File: config.mk
export PLATFORM = sky130hd
export DESIGN_NAME = iibs_ctrl
export DESIGN_NICKNAME = d
export VERILOG_FILES = /design/src/rtl/iibs_pkg.sv /design/src/rtl/iibs_ctrl.sv
export SDC_FILE = /design/constraint.sdc
export NUM_CORES = 1
export LEC_CHECK = 0
export BUFFER_PORTS_ARGS = -buffer_cell sky130_fd_sc_hd__buf_2
export CORE_AREA = 2 2 39 41
export DETAILED_ROUTE_END_ITERATION = 16
export DIE_AREA = 0 0 41 43
export PLACE_DENSITY = 0.61
export SLEW_MARGIN = 5
export SYNTH_ARGS = -nofsm -noshare
export SYNTH_HDL_FRONTEND = slang
export SYNTH_SLANG_ARGS = --single-unit
File: constraint.sdc
create_clock -name clk -period 1.2 [get_ports clk]
set_input_delay 0.06 -clock clk [delete_from_list [all_inputs] [get_ports clk]]
set_output_delay 0.06 -clock clk [all_outputs]
set_load 0.02 [all_outputs]
File: src/rtl/iibs_pkg.sv
// Shared constants, register indexes and controller/datapath bundles for the
// integral image box sum core. No dependencies.
package iibs_pkg;

	localparam int MAX_WIDTH_DEF  = 256;
	localparam int MAX_HEIGHT_DEF = 256;

	localparam int PIX_W     = 8;
	localparam int DIM_W     = 9;
	localparam int SUM_W     = 24;
	localparam int SQ_W      = 32;
	localparam int RSUM_W    = 16;
	localparam int RSQ_W     = 24;
	localparam int CFG_IDX_W = 1;

	localparam logic [CFG_IDX_W-1:0] REG_IMAGE_WIDTH  = 1'd0;
	localparam logic [CFG_IDX_W-1:0] REG_IMAGE_HEIGHT = 1'd1;

	localparam logic [1:0] CORNER_A = 2'd0;
	localparam logic [1:0] CORNER_B = 2'd1;
	localparam logic [1:0] CORNER_C = 2'd2;
	localparam logic [1:0] CORNER_D = 2'd3;

	typedef struct packed {
		logic       take_load;
		logic       take_query;
		logic       clear;
		logic       ld_rd;
		logic       ld_wr;
		logic       q_rd;
		logic [1:0] corner;
		logic       out_load;
	} iibs_cmd_t;

	typedef struct packed {
		logic range_bad;
		logic clear_last;
		logic out_busy;
	} iibs_stat_t;

endpackage

File: src/rtl/iibs_ctrl.sv
// Controller state machine: clearing pass, pixel load and box query sequencing.
// Depends on iibs_pkg.
module iibs_ctrl (
	input  logic                clk,
	input  logic                arst_n,
	input  logic                req_valid,
	input  logic                req_mode,
	output logic                req_ready,
	input  iibs_pkg::iibs_stat_t stat,
	output iibs_pkg::iibs_cmd_t  cmd
);

	localparam logic [2:0] S_CLEAR = 3'd0;
	localparam logic [2:0] S_IDLE  = 3'd1;
	localparam logic [2:0] S_LD_RD = 3'd2;
	localparam logic [2:0] S_LD_WR = 3'd3;
	localparam logic [2:0] S_Q_RD  = 3'd4;
	localparam logic [2:0] S_Q_FIN = 3'd5;
	localparam logic [2:0] S_Q_OUT = 3'd6;

	logic [2:0] state_q;
	logic [2:0] state_d;
	logic [1:0] cnt_q;
	logic       take;

	assign req_ready = (state_q == S_IDLE);
	assign take      = req_valid & req_ready;

	always_comb begin
		cmd            = '0;
		state_d        = state_q;
		cmd.corner     = cnt_q;
		unique case (state_q)
			S_CLEAR: begin
				cmd.clear = 1'b1;
				if (stat.clear_last) begin
					state_d = S_IDLE;
				end
			end
			S_IDLE: begin
				if (take) begin
					if (!req_mode) begin
						cmd.take_load = 1'b1;
						state_d       = S_LD_RD;
					end else begin
						cmd.take_query = 1'b1;
						state_d        = stat.range_bad ? S_Q_OUT : S_Q_RD;
					end
				end
			end
			S_LD_RD: begin
				cmd.ld_rd = 1'b1;
				state_d   = S_LD_WR;
			end
			S_LD_WR: begin
				cmd.ld_wr = 1'b1;
				state_d   = S_IDLE;
			end
			S_Q_RD: begin
				cmd.q_rd = 1'b1;
				if (cnt_q == iibs_pkg::CORNER_D) begin
					state_d = S_Q_FIN;
				end
			end
			S_Q_FIN: begin
				state_d = S_Q_OUT;
			end
			S_Q_OUT: begin
				if (!stat.out_busy) begin
					cmd.out_load = 1'b1;
					state_d      = S_IDLE;
				end
			end
			default: begin
				state_d = S_IDLE;
			end
		endcase
	end

	always_ff @(posedge clk or negedge arst_n) begin
		if (!arst_n) begin
			state_q <= S_CLEAR;
			cnt_q   <= iibs_pkg::CORNER_A;
		end else begin
			state_q <= state_d;
			if (cmd.take_query) begin
				cnt_q <= iibs_pkg::CORNER_A;
			end else if (cmd.q_rd) begin
				cnt_q <= cnt_q + 2'd1;
			end
		end
	end

endmodule

# Word level (Yosys, flattened, before mapping)
# Cells that the tools add are included.
dict set report word_totals {
  wordCells 37
  output_inout_bits 10
  regBits 5
  input_bits 7
}
dict set report op_classes {
  n_eq_ne 11
  add_sub_neg 1
  n_bitwise 1
  mux 19
  n_reduce_logical 3
}
# op count
set op_table {}
lappend op_table {{$pmux W3 S6} 1}
lappend op_table {{$mux W3} 5}
lappend op_table {{$mux W2} 5}
lappend op_table {{$eq A3 B3 Y1 const B} 3}
lappend op_table {{$mux W1} 8}
lappend op_table {{$eq A3 B2 Y1 const B} 2}
lappend op_table {{$ne A2 B2 Y1 const B} 3}
lappend op_table {{$reduce_and A4 Y1} 1}
lappend op_table {{$eq A3 B1 Y1 const B} 1}
lappend op_table {{$logic_not A3 Y1} 1}
lappend op_table {{$add A2 B1 Y2 const B} 1}
lappend op_table {{$eq A2 B2 Y1 const B} 1}
lappend op_table {{$ne A2 B1 Y1 const B} 1}
lappend op_table {{$reduce_bool A2 Y1} 1}
lappend op_table {{$and A1 B1 Y1} 1}

# Longest topological paths before layout
dict set report logic_depth {
  ltp_word 5
  ltp_mapped 4
  mapped_depth_nobuf 4
}

# Least setup slack after synthesis
# OpenSTA, ideal clock, no wires.
dict set report synth_timing {
  path_type {register -> register}
  start {register cnt_q[0]}
  end {register state_q[0]}
  setup_ns 0.126
  period_less_slack_ns 1.273
  stages_incl_launch_ff 5
  slack_ns -0.073
  t_required_ns 1.074
  path_buffers 0
  t_arrival_ns 1.147
  path_cell_list {dfrtp_1 ha_1 mux2i_1 nor2_1 o32a_1}
}
dict set report synth_via {
  elab_chain_len 3
}
# element line_no
set synth_rtl {}
lappend synth_rtl {{start: declaration} iibs_ctrl.sv:23} ;# logic [1:0] cnt_q;
lappend synth_rtl {{start signal: assignment} iibs_ctrl.sv:83} ;# cnt_q <= iibs_pkg::CORNER_A;
lappend synth_rtl {{start signal: assignment} iibs_ctrl.sv:87} ;# cnt_q <= iibs_pkg::CORNER_A;
lappend synth_rtl {{start signal: assignment} iibs_ctrl.sv:89} ;# cnt_q <= cnt_q + 2'd1;
lappend synth_rtl {{$eq A2 B2 Y1} iibs_ctrl.sv:61} ;# if (cnt_q == iibs_pkg::CORNER_D) begin
lappend synth_rtl {{$ne A2 B2 Y1 (no line)} n/a}
lappend synth_rtl {{$reduce_and A4 Y1 (no line)} n/a}
lappend synth_rtl {{end signal: assignment} iibs_ctrl.sv:85} ;# state_q <= state_d;
lappend synth_rtl {{end: declaration} iibs_ctrl.sv:21} ;# logic [2:0] state_q;
# Every way passes these cells.
# A chain may end at the register's enable or synchronous reset.

==> flow_metrics.env <==
export IMPL_status="finished, violations left"
export IMPL_violations="setup timing"
export IMPL_maxSlewViolCount=0
export IMPL_drt_total_wl_um=891
export IMPL_antenna_cells=0
export IMPL_grt_pass1_wl_um=1420
export IMPL_nets=75
export IMPL_via_count=377
export IMPL_vias_per_cell=4.60
export IMPL_grt_max_degree=11
export IMPL_place_area_um2=454
export IMPL_rr_startpoint="state_q[2]"
export IMPL_cts_max_level=1
export IMPL_start_util_pct=24.4
export IMPL_p_leak_nw=0.293
export IMPL_drtIter0Drc=2
export IMPL_synth_simple_area_share_pct=35.2
export IMPL_drc=0
export IMPL_numCtsBuffers=3
export IMPL_cts_reportedPaths_clkPinSlew_ns=0.04
export IMPL_setup_ws_ns=-0.0346
export IMPL_synthAdderAreaFrac_pct=3.70
export IMPL_grt_overflow=0
export IMPL_setup_violations=5
export IMPL_clock_latency_ns=0.24
export IMPL_clock_root_buffer="clkbuf_4"
export IMPL_yosys_area_share_xor_xnor_pct=2.59
export IMPL_syn_avg_cell_area_um2=9.38
export IMPL_grt_antenna_before_repair=0
export IMPL_grt_pass1_vias=355
export IMPL_portBuffers=16
export IMPL_design_core_area_um2=1380
export IMPL_netSwitchingPower_mw=0.739
export IMPL_critPathMaxFanout=4
export IMPL_num_rows=14
export IMPL_clockPowerShare_pct=10.8
export IMPL_crit_type="reg -> out"
export IMPL_grt_total_usage_pct=12.7
export IMPL_numClockSinks=5
export IMPL_synthDistinctLibCells=20
export IMPL_rsz0062_at_grt="yes"
export IMPL_seq_power_share_pct=22.7
export IMPL_fin_skew_ns=0.000934
export IMPL_cts_tree="done"
export IMPL_cp_data_arrival_time_ns=1.17
export IMPL_whs_ns=0.118
export IMPL_maxCapViolCount=0
export IMPL_wl_per_cell_um=10.9
export IMPL_crit_start="state_q[1]"
export IMPL_fmax_mhz=810
export IMPL_synth_area_mux_share_pct=5.93
export IMPL_hold_violations=0
export IMPL_synth_nets=44
export IMPL_post_place_ws_ns=-0.00353
export IMPL_hold_class="in -> reg"
export IMPL_power_internal_mw=1.07
export IMPL_fill_cells=149
export IMPL_swShare_pct=40.8
export IMPL_design_area_um2=643
export IMPL_cp_required_ns=1.14
export IMPL_synth_compound_area_share_pct=10.0
export IMPL_place_congestion=0.666
export IMPL_r2r_slack_ns=-0.02
export IMPL_worstMarginPinSlew_ns=0.211
export IMPL_slew_headroom_pct=85.9
export IMPL_crit_reg2reg_capture="state_q[0]"
export IMPL_fin_crit_ns=1.23
export IMPL_drtPass1Iterations=4
export IMPL_place_hpwl_um=618
export IMPL_synth_top_family_by_area="simple AND/OR/NAND/NOR gates"
export IMPL_area_delta_synth_final_pct=90.4
export IMPL_die_w_um=41
export IMPL_die_y_um=43
export IMPL_cp_end_kind="primary output"
export IMPL_power_density_nw_per_um2=2810
export IMPL_power_mw=1.81
export IMPL_finalCritPeriodShare_pct=103
export IMPL_ant_nets=0
export IMPL_ys_seq_elements=5
export IMPL_drive_above_1_share_pct=68.2
export IMPL_dieArea_um2=1760
export IMPL_crit_end="cmd[7]"
export IMPL_p_comb_share_pct=66.5
export IMPL_synthCells=36
export IMPL_cts_path_max_buffers=2
export IMPL_seq_area_frac_synth_pct=37.0
export IMPL_synth_area_um2=338
export IMPL_ir_worst_vdd_mv=1.16
export IMPL_ys_warnings_count=0
export IMPL_startpoint_type="flop"
export IMPL_io_pin_count=17
export IMPL_reg2reg_depth=4
## metrics by stage
step	util, %	setup TNS (ns)	instances
3_3_place_gp	32.8	0	70
3_5_place_dp	32.8	-0.00353	70
2_1_floorplan	-	0	36
5_1_grt	46.5	-0.406	82
6_report	46.5	-0.0920	82
4_1_cts	41.0	-0.149	79
## state kept, by name, indices dropped and copies added (netlist names)
register and cells:
cnt_q 2, state_q 3
## critical path, stage by stage, from the launching register on
cell and delay (ns):
dfrtp_2 0.45, nor2_4 0.14, and4_4 0.22, buf_6 0.11
## power groups by stage
stage	clock network, mW	logic (mW)	registers (mW)
after detailed placement	0	0.774	0.405
after CTS	0.207	0.954	0.425
after global routing	0.213	1.30	0.431
after floorplan	0	0.549	0.389
after global placement	0	0.771	0.403
final	0.195	1.20	0.411
## layout make-up
type                       count  area, um^2  area share [%]
clock buffer                   4        26.3            4.09
multi-input combinational     29         235            36.6
sequential                     5         131            20.4
tap                           16        20.0            3.11
timing repair buffer          28         230            35.8
## repair_timing
item	4_1_cts	5_1_grt
pin swaps	3	6
buffers inserted	4	3
gates resized for setup	15	17
hold buffers	1	0
endpoints found under the hold margin	5	0
endpoints found under the setup margin	9	11
## Yosys cell counts
library cell / count / area share (%)
nand2_1: 2 / 2.2
xnor2_1: 1 / 2.6
a21oi_1: 1 / 1.5
buf_6: 1 / 3.3
and2_1: 1 / 1.9
nor2b_1: 2 / 3.7
a31oi_1: 1 / 1.9
o32a_1: 1 / 3.0
dfrtp_1: 5 / 37
nand2b_1: 3 / 5.6
mux2i_1: 2 / 5.9
nor2_1: 7 / 7.8
buf_4: 1 / 2.2
nor3b_4: 1 / 5.6
o22ai_1: 2 / 3.7
nor3b_1: 1 / 2.2
ha_1: 1 / 3.7
and4_4: 1 / 3.3
nand3_1: 1 / 1.5
nor3_1: 1 / 1.5
## cells by family after synthesis
logic type | count (synthesis)
AOI/OAI and AO/OA | 5
xor gates and xnor gates | 1
adders and majority gates | 1
buffers and inverters | 2
DFF | 5
muxes | 2
and+or+nand+nor | 20
## cell usage in the layout (no fill, tap or decap), drive strengths merged
cell type / n
dlygate4sd3: 1
nor2b: 2
a31oi: 1
o32a: 1
and2: 1
buf: 27
nor2: 7
dfrtp: 5
nand3: 1
nand2: 2
mux2i: 2
ha: 1
o22ai: 2
and4: 1
clkbuf: 4
nand2b: 3
a21oi: 1
nor3b: 2
xnor2: 1
nor3: 1
## worst min-delay path by stage
| stage | start | end | slack (ns) | depth (start not counted) |
|---|---|---|---|---|
| after floorplan | arst_n | cnt_q[0] | -0.24 | 0 |
| after global placement | arst_n | state_q[0] | -0.12 | 1 |
| after detailed placement | arst_n | state_q[0] | -0.12 | 1 |
| after CTS | stat[0] | state_q[2] | 0.11 | 3 |
| after global routing | stat[0] | state_q[1] | 0.16 | 3 |
| final | stat[0] | state_q[2] | 0.12 | 3 |
## per-layer routing
layer	global-route usage [%]	vias to the layer above	routed length [um]
met5	0	-	0
met4	16.0	0	56
met3	1.57	5	56
met2	17.5	15	424
met1	14.0	172	354
li1	-	185	-
No activity file was read; power rests on OpenSTA's default activity.
